`src/rtl/two_level_cache_controller_macros.svh`:
```
// Assertion macros shared by the cache controller RTL.
// Each macro expects clk and arst_n to be visible in the module that uses it.
`ifndef TWO_LEVEL_CACHE_CONTROLLER_MACROS_SVH
`define TWO_LEVEL_CACHE_CONTROLLER_MACROS_SVH

// Same-cycle implication, checked outside reset.
`define TLC_ASSERT_NOW(lbl, cond, prop, msg) \
	lbl: assert property (@(posedge clk) disable iff (!arst_n) (cond) |-> (prop)) \
		else $error(msg);

// Next-cycle implication, checked outside reset.
`define TLC_ASSERT_NEXT(lbl, cond, prop, msg) \
	lbl: assert property (@(posedge clk) disable iff (!arst_n) (cond) |=> (prop)) \
		else $error(msg);

`endif

```
`src/rtl/tlc_pkg.sv`:
```
// Shared types, constants and helper functions of the two-level cache controller.
// No dependencies; the front end, back end and top level import this package.
package tlc_pkg;

	localparam int ADDR_BITS   = 32;
	localparam int L1_SETS_MAX = 256;
	localparam int L1_WAYS_MAX = 8;
	localparam int L2_SETS_MAX = 1024;
	localparam int L2_WAYS_MAX = 16;

	localparam int L1_SET_W  = $clog2(L1_SETS_MAX);
	localparam int L2_SET_W  = $clog2(L2_SETS_MAX);
	localparam int L1_WAY_W  = $clog2(L1_WAYS_MAX);
	localparam int L2_WAY_W  = $clog2(L2_WAYS_MAX);
	localparam int L1_RANK_W = 3;
	localparam int L2_RANK_W = 4;

	localparam logic [L2_RANK_W-1:0] L1_RANK_MAX = 4'd7;
	localparam logic [L2_RANK_W-1:0] L2_RANK_MAX = 4'd15;

	localparam int QUEUE_DEPTH = 2;
	localparam int QUEUE_PTR_W = 1;

	typedef enum logic [2:0] {
		CFG_OFFSET_BITS = 3'd0,
		CFG_L1_SET_BITS = 3'd1,
		CFG_L1_WAYS     = 3'd2,
		CFG_L2_PRESENT  = 3'd3,
		CFG_L2_SET_BITS = 3'd4,
		CFG_L2_WAYS     = 3'd5,
		CFG_POLICY      = 3'd6,
		CFG_INCLUSIVE   = 3'd7
	} cfg_idx_t;

	typedef enum logic [3:0] {
		ST_CLEAR,
		ST_IDLE,
		ST_L1_EVAL,
		ST_L2_RD,
		ST_L2_EVAL,
		ST_INV_RD,
		ST_INV_EVAL,
		ST_FILL_RD,
		ST_FILL_EVAL,
		ST_DONE
	} back_state_t;

	typedef struct packed {
		logic              action;
		logic [ADDR_BITS-1:0] address;
	} req_t;

	typedef struct packed {
		logic       l1_hit;
		logic       l1_writeback;
		logic       l2_read_done;
		logic       l2_read_miss;
		logic       l2_write_done;
		logic       l2_write_miss;
		logic [1:0] l2_writebacks;
		logic [1:0] direct_writebacks;
		logic [2:0] memory_transfers;
	} rsp_t;

	// Effective geometry after saturation of the configuration registers.
	typedef struct packed {
		logic [3:0] off;
		logic [3:0] l1_bits;
		logic [3:0] l1_ways;
		logic       l2_on;
		logic [3:0] l2_bits;
		logic [4:0] l2_ways;
		logic       fifo;
		logic       inclusive;
	} geom_t;

	// Classified access as it waits in the queue.
	typedef struct packed {
		logic                action;
		logic [ADDR_BITS-1:0] address;
		logic [L1_SET_W-1:0] l1_set;
		logic [31:0]         l1_tag;
	} job_t;

	typedef struct packed {
		logic take;
		logic clearing;
	} back_stat_t;

	typedef logic [L2_WAYS_MAX-1:0]                way_mask_t;
	typedef logic [L2_WAY_W-1:0]                   way_idx_t;
	typedef logic [L2_WAYS_MAX-1:0][L2_RANK_W-1:0] rank_vec_t;

	typedef struct packed {
		logic [L1_WAYS_MAX-1:0][31:0]          tag;
		logic [L1_WAYS_MAX-1:0]                vld;
		logic [L1_WAYS_MAX-1:0]                dirty;
		logic [L1_WAYS_MAX-1:0][L1_RANK_W-1:0] rank;
	} l1_row_t;

	typedef struct packed {
		logic [L2_WAYS_MAX-1:0][31:0] tag;
		logic [L2_WAYS_MAX-1:0]       vld;
		logic [L2_WAYS_MAX-1:0]       dirty;
		rank_vec_t                    rank;
	} l2_row_t;

	function automatic logic [L2_SET_W-1:0] set_of(logic [ADDR_BITS-1:0] a,
			logic [3:0] off, logic [3:0] bits);
		logic [ADDR_BITS-1:0] sh;
		logic [ADDR_BITS-1:0] msk;
		sh  = a >> off;
		msk = ~({ADDR_BITS{1'b1}} << bits);
		return L2_SET_W'(sh & msk);
	endfunction

	function automatic logic [31:0] tag_of(logic [ADDR_BITS-1:0] a,
			logic [3:0] off, logic [3:0] bits);
		return 32'(a >> (5'(off) + 5'(bits)));
	endfunction

	function automatic logic [ADDR_BITS-1:0] block_addr(logic [31:0] tag,
			logic [L2_SET_W-1:0] s, logic [3:0] off, logic [3:0] bits);
		return (ADDR_BITS'(tag) << (5'(off) + 5'(bits))) | (ADDR_BITS'(s) << off);
	endfunction

	function automatic way_mask_t ways_mask(logic [4:0] n);
		way_mask_t m;
		for (int j = 0; j < L2_WAYS_MAX; j++) m[j] = (5'(j) < n);
		return m;
	endfunction

	function automatic way_idx_t first_set(way_mask_t m);
		way_idx_t ix;
		ix = '0;
		for (int j = L2_WAYS_MAX - 1; j >= 0; j--) if (m[j]) ix = way_idx_t'(j);
		return ix;
	endfunction

	// Tournament over the enabled ways; ties go to the lower way.
	function automatic way_idx_t pick_oldest(way_mask_t en, rank_vec_t r);
		way_mask_t                             e;
		rank_vec_t                             rr;
		logic [L2_WAYS_MAX-1:0][L2_WAY_W-1:0] ix;
		e  = en;
		rr = r;
		for (int j = 0; j < L2_WAYS_MAX; j++) ix[j] = way_idx_t'(j);
		for (int lvl = 0; lvl < L2_WAY_W; lvl++) begin
			for (int k = 0; k < (L2_WAYS_MAX >> (lvl + 1)); k++) begin
				if (e[2*k+1] && (!e[2*k] || rr[2*k+1] > rr[2*k])) begin
					e[k]  = 1'b1;
					rr[k] = rr[2*k+1];
					ix[k] = ix[2*k+1];
				end else begin
					e[k]  = e[2*k];
					rr[k] = rr[2*k];
					ix[k] = ix[2*k];
				end
			end
		end
		return ix[0];
	endfunction

	function automatic rank_vec_t rank_touch(way_mask_t live, rank_vec_t r, way_idx_t w,
			logic [L2_RANK_W-1:0] rmax);
		rank_vec_t o;
		o = r;
		for (int j = 0; j < L2_WAYS_MAX; j++)
			if (way_idx_t'(j) != w && live[j] && r[j] < r[w] && r[j] < rmax)
				o[j] = r[j] + 1'b1;
		o[w] = '0;
		return o;
	endfunction

	function automatic rank_vec_t rank_insert(way_mask_t live, rank_vec_t r, way_idx_t w,
			logic [L2_RANK_W-1:0] rmax);
		rank_vec_t o;
		o = r;
		for (int j = 0; j < L2_WAYS_MAX; j++)
			if (way_idx_t'(j) != w && live[j] && r[j] < rmax) o[j] = r[j] + 1'b1;
		o[w] = '0;
		return o;
	endfunction

	function automatic rank_vec_t rank_drop(way_mask_t live, rank_vec_t r, way_idx_t w);
		rank_vec_t o;
		o = r;
		for (int j = 0; j < L2_WAYS_MAX; j++)
			if (way_idx_t'(j) != w && live[j] && r[j] > r[w]) o[j] = r[j] - 1'b1;
		o[w] = '0;
		return o;
	endfunction

endpackage

```
`src/rtl/tlc_front.sv`:
```
// Front end: accepts accesses, splits the address for L1 and queues the job.
// Depends on tlc_pkg.
module tlc_front import tlc_pkg::*; (
	input  logic       clk,
	input  logic       arst_n,
	input  geom_t      geom,
	input  logic       req_valid,
	output logic       req_ready,
	input  req_t       req,
	input  back_stat_t stat,
	output logic       job_valid,
	output job_t       job
);

	job_t                   fifo_q [QUEUE_DEPTH];
	logic [QUEUE_PTR_W-1:0] wr_ptr_q;
	logic [QUEUE_PTR_W-1:0] rd_ptr_q;
	logic [QUEUE_PTR_W:0]   cnt_q;
	logic                   push;
	logic                   pop;
	job_t                   job_in;

	assign req_ready = (cnt_q != (QUEUE_PTR_W+1)'(QUEUE_DEPTH)) && !stat.clearing;
	assign push      = req_valid && req_ready;
	assign job_valid = (cnt_q != '0);
	assign pop       = stat.take && job_valid;
	assign job       = fifo_q[rd_ptr_q];

	always_comb begin
		job_in.action  = req.action;
		job_in.address = req.address;
		job_in.l1_set  = L1_SET_W'(set_of(req.address, geom.off, geom.l1_bits));
		job_in.l1_tag  = tag_of(req.address, geom.off, geom.l1_bits);
	end

	always_ff @(posedge clk) begin
		if (push) fifo_q[wr_ptr_q] <= job_in;
	end

	always_ff @(posedge clk or negedge arst_n) begin
		if (!arst_n) begin
			wr_ptr_q <= '0;
			rd_ptr_q <= '0;
			cnt_q    <= '0;
		end else begin
			if (push) wr_ptr_q <= wr_ptr_q + 1'b1;
			if (pop) rd_ptr_q <= rd_ptr_q + 1'b1;
			if (push && !pop) cnt_q <= cnt_q + 1'b1;
			else if (pop && !push) cnt_q <= cnt_q - 1'b1;
		end
	end

endmodule

```
`config.mk`:
```
export PLATFORM = sky130hd
export DESIGN_NAME = tlc_front
export DESIGN_NICKNAME = d
export VERILOG_FILES = /design/src/rtl/two_level_cache_controller_macros.svh /design/src/rtl/tlc_pkg.sv /design/src/rtl/tlc_front.sv
export SDC_FILE = /design/constraint.sdc
export NUM_CORES = 1
export LEC_CHECK = 0
export ABC_AREA = 0
export BUFFER_PORTS_ARGS = -buffer_cell sky130_fd_sc_hd__buf_2
export CAP_MARGIN = 20
export CORE_MARGIN = 10
export CORE_UTILIZATION = 40
export CTS_CLUSTER_DIAMETER = 50
export DETAILED_ROUTE_END_ITERATION = 8
export GPL_TIMING_DRIVEN = 0
export SYNTH_ARGS = -nofsm -noshare
export SYNTH_HDL_FRONTEND = slang
export SYNTH_SLANG_ARGS = --single-unit
```
`constraint.sdc`:
```
create_clock -name clk -period 12.35 [get_ports clk]
set_clock_uncertainty 0.1 [all_clocks]
set_input_delay 3.705 -clock clk [delete_from_list [all_inputs] [get_ports clk]]
set_output_delay 3.705 -clock clk [all_outputs]
set_load 0.05 [all_outputs]
```
# Word-level counts from Yosys, hierarchy flattened
# Memory sizes are Yosys's and may differ from the RTL's.
# Cells that the tools add are included.
dict set report totals {
  inputBits 62
  ram_bits 146
  reg_bits 4
  memories 1
}
# name depth width read_ports rd_clocked_by_memory_dff write_ports line_no
set mem_list {}
lappend mem_list {fifo_q 2 73 1 0 1 tlc_front.sv:15} ;# job_t fifo_q [QUEUE_DEPTH];
dict set report classes {
  shifts 3
  bitwise_logic 2
  n_addsub 5
  n_mux 4
  n_reduce_logical 10
  n_eq_ne 1
}
# op count
set ops {}
lappend ops {{<< shifter 32 x 4 -> 8 bit (first input constant)} 1}
lappend ops {{>> shifter 32 x 4 -> 8 bit} 1}
lappend ops {{>> shifter 32 x 5 -> 32 bit} 1}
lappend ops {{AND 8 bit} 1}
lappend ops {{NOT 8 bit} 1}
lappend ops {{adder 4 x 4 -> 5 bit} 1}
lappend ops {{logical AND 1 bit} 5}
lappend ops {{two-way mux 2 bit} 2}
lappend ops {{nonzero test 2 bit} 2}
lappend ops {{logical NOT 1 bit} 3}
lappend ops {{adder 1 bit (second input constant)} 2}
lappend ops {{adder 2 x 1 -> 2 bit (second input constant)} 1}
lappend ops {{two-way mux 1 bit} 2}
lappend ops {{!= test 2 bit (second input constant)} 1}
lappend ops {{subtractor 2 x 1 -> 2 bit (second input constant)} 1}

# Logic depth before layout (Yosys ltp)
dict set report depth {
  ltp_word 7
  ltp_mapped 9
  mapped_depth_nobuf 8
}

# Least setup slack after synthesis
# Ideal clock, no wire load.
dict set report synth_path {
  path_type {input to register}
  start {in stat[0] in the netlist's numbering}
  end {mem fifo_q[0][0] in the netlist's numbering (enable)}
  t_arrival_ns 7.876
  setup_time_ns 0.505
  path_buffers 0
  required_ns 11.745
  stages 3
  setup_slack_ns 3.869
  path_cell_list {a21oi_1 > nand2_1 > nor2_1}
}
dict set report synth_between {
  elab_chain_cells 5
}
# element line_no
set synth_lines {}
lappend synth_lines {{start: declaration} tlc_front.sv:10} ;# input back_stat_t stat,
lappend synth_lines {{logical NOT 1 bit} tlc_front.sv:23} ;# assign req_ready = (cnt_q != (QUEUE_PTR_W+1)'(QUEUE_DEPTH)) && !stat.clearing;
lappend synth_lines {{logical AND 1 bit} tlc_front.sv:23}
lappend synth_lines {{logical AND 1 bit} tlc_front.sv:24} ;# assign push = req_valid && req_ready;
lappend synth_lines {{two-way mux 1 bit} tlc_front.sv:37} ;# if (push) fifo_q[wr_ptr_q] <= job_in;
lappend synth_lines {{two-way mux 1 bit (not written as such)} tlc_front.sv:37}
lappend synth_lines {{end: declaration} tlc_front.sv:15}
# Every way passes these cells.

# Final worst setup path
dict set report layout_path {
  start {in stat[0] in the netlist's numbering}
  end {out req_ready}
}
dict set report layout_between {
  elab_chain_cells 2
}
# element line_no
set layout_lines {}
lappend layout_lines {{logical NOT 1 bit} tlc_front.sv:23}
lappend layout_lines {{logical AND 1 bit} tlc_front.sv:23}
lappend layout_lines {{end: declaration} tlc_front.sv:8} ;# output logic req_ready,
# Every way passes these cells.

==> impl_metrics.yaml <==
routing:
  wl_mm: 21.2
  via_per_inst: 5.51
  remaining_drc_errors: 0
  top_layer_used: "met4"
  m1WireLength_mm: 9.40
  vias: 5426
  postRouteAntennaNets: 0
  first_pass_iters: 4
  met2_length_mm: 10.5
  wire_per_inst_um: 21.6
  drt-initial-drc-count: 381
  met3_length_mm: 1.02
floorplanning:
  pin_count: 137
  die_area_um2: 26300
  fp.dieW_um: 162
  initial_core_util: 0.411
  core_um2: 19700
  die_h_um: 162
  row_count: 51
timing:
  slew_violations: 0
  finalHoldViolations: 0
  finalCritPeriodShare: 0.657
  max-slew-margin-rel: 0.401
  tns_ps: 0
  tightest_slew_ps: 898
  rsz0062_at_grt: "no"
  finalCriticalPeriod_ps: 8120
  setup_viol: 0
  max_freq_mhz: 123
logic_synthesis:
  syn_inst: 564
  yosys_warnings: 0
  yosysSeqAreaShare: 0.554
  ys_types: 47
  syn_area_um2: 8100
  ys_seq_elements: 150
  synthFlopType: "edfxtp_1"
  synthArstFlopShare: 0.0267
  avgSynthCellArea_um2: 14.4
  synth_fp_nets: 632
  synth_edf_count: 146
cells_and_area:
  area_growth_syn_to_layout_pct: 19.7
  antenna_cells: 0
  instances_no_fill: 984
  final_common_cell: "edfxtp_1"
  layout.cells.most_common_list: "edfxtp_1 (146), buf_2 (132), mux2_2 (84), nand2_1 (37)"
  nets: 774
  num-fill-cells: 1746
  regArea_um2: 4480
  multi_input_area_um2: 3370
  drive_gt1_frac: 0.408
worst_setup_path:
  path_max_fanout: 3
  worstSetupStartpointType: "input port"
  end_kind: "output port"
  reg2reg_slack_ps: 10320
  rr_startpoint: "cnt_q[0]"
  reg2reg_depth: 4
  crit_required_ps: 8550
  crit_arrival_ps: 4310
  critical_path_class: "in -> out"
  critPathLaunch: "stat[0]"
clock_tree:
  clk_pin_slew_ps: 60
  clock_latency_ps: 420
  postCtsHoldBufs: 0
  cts-root-buf: "clkbuf_16"
  cts.sinks: 150
  numCtsBuffers: 17
  cts_buffer_depth: 2
  cts_resized: 0
  h-tree-depth: 4
  cts_tree: "done"
  cts_setup_buffers: 0
grt:
  grt_pass1_wl_mm: 33.4
  first_global_vias: 5633
  grt_util_all_layers: 0.163
  grt_overflow: 0
  grt_start_max_net_pins: 39
  grt_antenna_before_repair: 0
job:
  max_cap_violations: 0
power_and_ir_drop:
  powerDensity_nw_per_um2: 216
  p_leak_nw: 3.63
  max-vdd-ir-drop_mv: 0.169
placement:
  place.gp.congestion: 0.889
  dp.cells: 952
  placement.io_buffers: 120
  hpwl_mm: 16.0
min_path:
  holdCritPathClass: "reg -> reg"
  hold_depth: 1
  hp-start: "cnt_q[1]"
status:
  status: "complete, no violations"
==> per-layer routing <==
metal / vias up / global-route usage
li1: 2511 / -
met2: 166 / 0.267
met1: 2729 / 0.210
met4: 0 / 0.0434
met3: 20 / 0.0404
met5: - / 0
==> final cells by class <==
type,instances,area share
Multi-Input combinational cell,361,0.348
Clock inverter,14,0.0164
Buffer,41,0.0218
Tap cell,265,0.0342
Sequential cell,150,0.463
Timing Repair Buffer,123,0.0682
Inverter,12,0.00465
Clock buffer,18,0.0443
==> critical path: stages <==
cell,delay (ps)
buf_2,90
a21oi_1,200
buf_2,310
==> final timing paths <==
check	endpoint
worst max-delay path	req_ready
worst min-delay path	cnt_q[1]
worst max register to register	fifo_q[1][10]
worst min register to register	cnt_q[1]
max in group asynchronous	cnt_q[0]
min in group asynchronous	cnt_q[1]
==> kinds of logic (layout without fill, tap and decap cells) <==
group                      count (synthesis)  count (layout)  synth area share
xor gates and xnor gates                   7               7           0.00757
muxes                                    156             156             0.271
and+or+nand+nor                          102             102            0.0562
AOI/OAI and AO/OA                         90              90            0.0692
adders and majority gates                  6               6            0.0102
DFF                                      150             150             0.554
buffers and inverters                     53             208            0.0317
==> synth_stat cells (7+ instances only) <==
cell / n / area [um2]
inv_1: 12 / 45.0
buf_2: 12 / 60.1
o211ai_1: 9 / 67.6
mux4_1: 8 / 210
nand2_1: 37 / 139
edfxtp_1: 146 / 4380
nor2_1: 32 / 120
clkbuf_1: 21 / 78.8
mux2_2: 84 / 946
a211oi_1: 7 / 52.6
mux2i_1: 32 / 320
a21oi_1: 27 / 135
nand3_1: 10 / 50.1
and3_1: 7 / 43.8
o21ai_0: 21 / 105
mux4_2: 32 / 721
==> flip-flops by register name, summed over array words and instances, names as in the netlist <==
| name | cells |
|---|---|
| wr_ptr_q | 1 |
| cnt_q | 2 |
| rd_ptr_q | 1 |
| fifo_q | 146 |
==> power by group <==
part / internal (mW) / switching, mW
Sequential: 0.652 / 0.0185
Clock: 0.316 / 0.201
Combinational: 0.278 / 0.631
Total: 1.24 / 0.850
==> through the flow <==
step / power (mW) / cell area (um2) / util / hold WS, ps / setup slack [ps]
after floorplan: 1.37 / 8100 / - / 355 / 3870
after global placement: 1.59 / 9030 / 0.458 / 373 / 2860
after detailed placement: 1.60 / 9100 / 0.462 / 380 / 4240
after CTS: 2.12 / 9690 / 0.491 / 393 / 4240
after global routing: 2.19 / 9690 / 0.491 / 412 / 4210
final: 2.10 / 9690 / 0.491 / 391 / 4230
(Power assumes the default switching activity.)
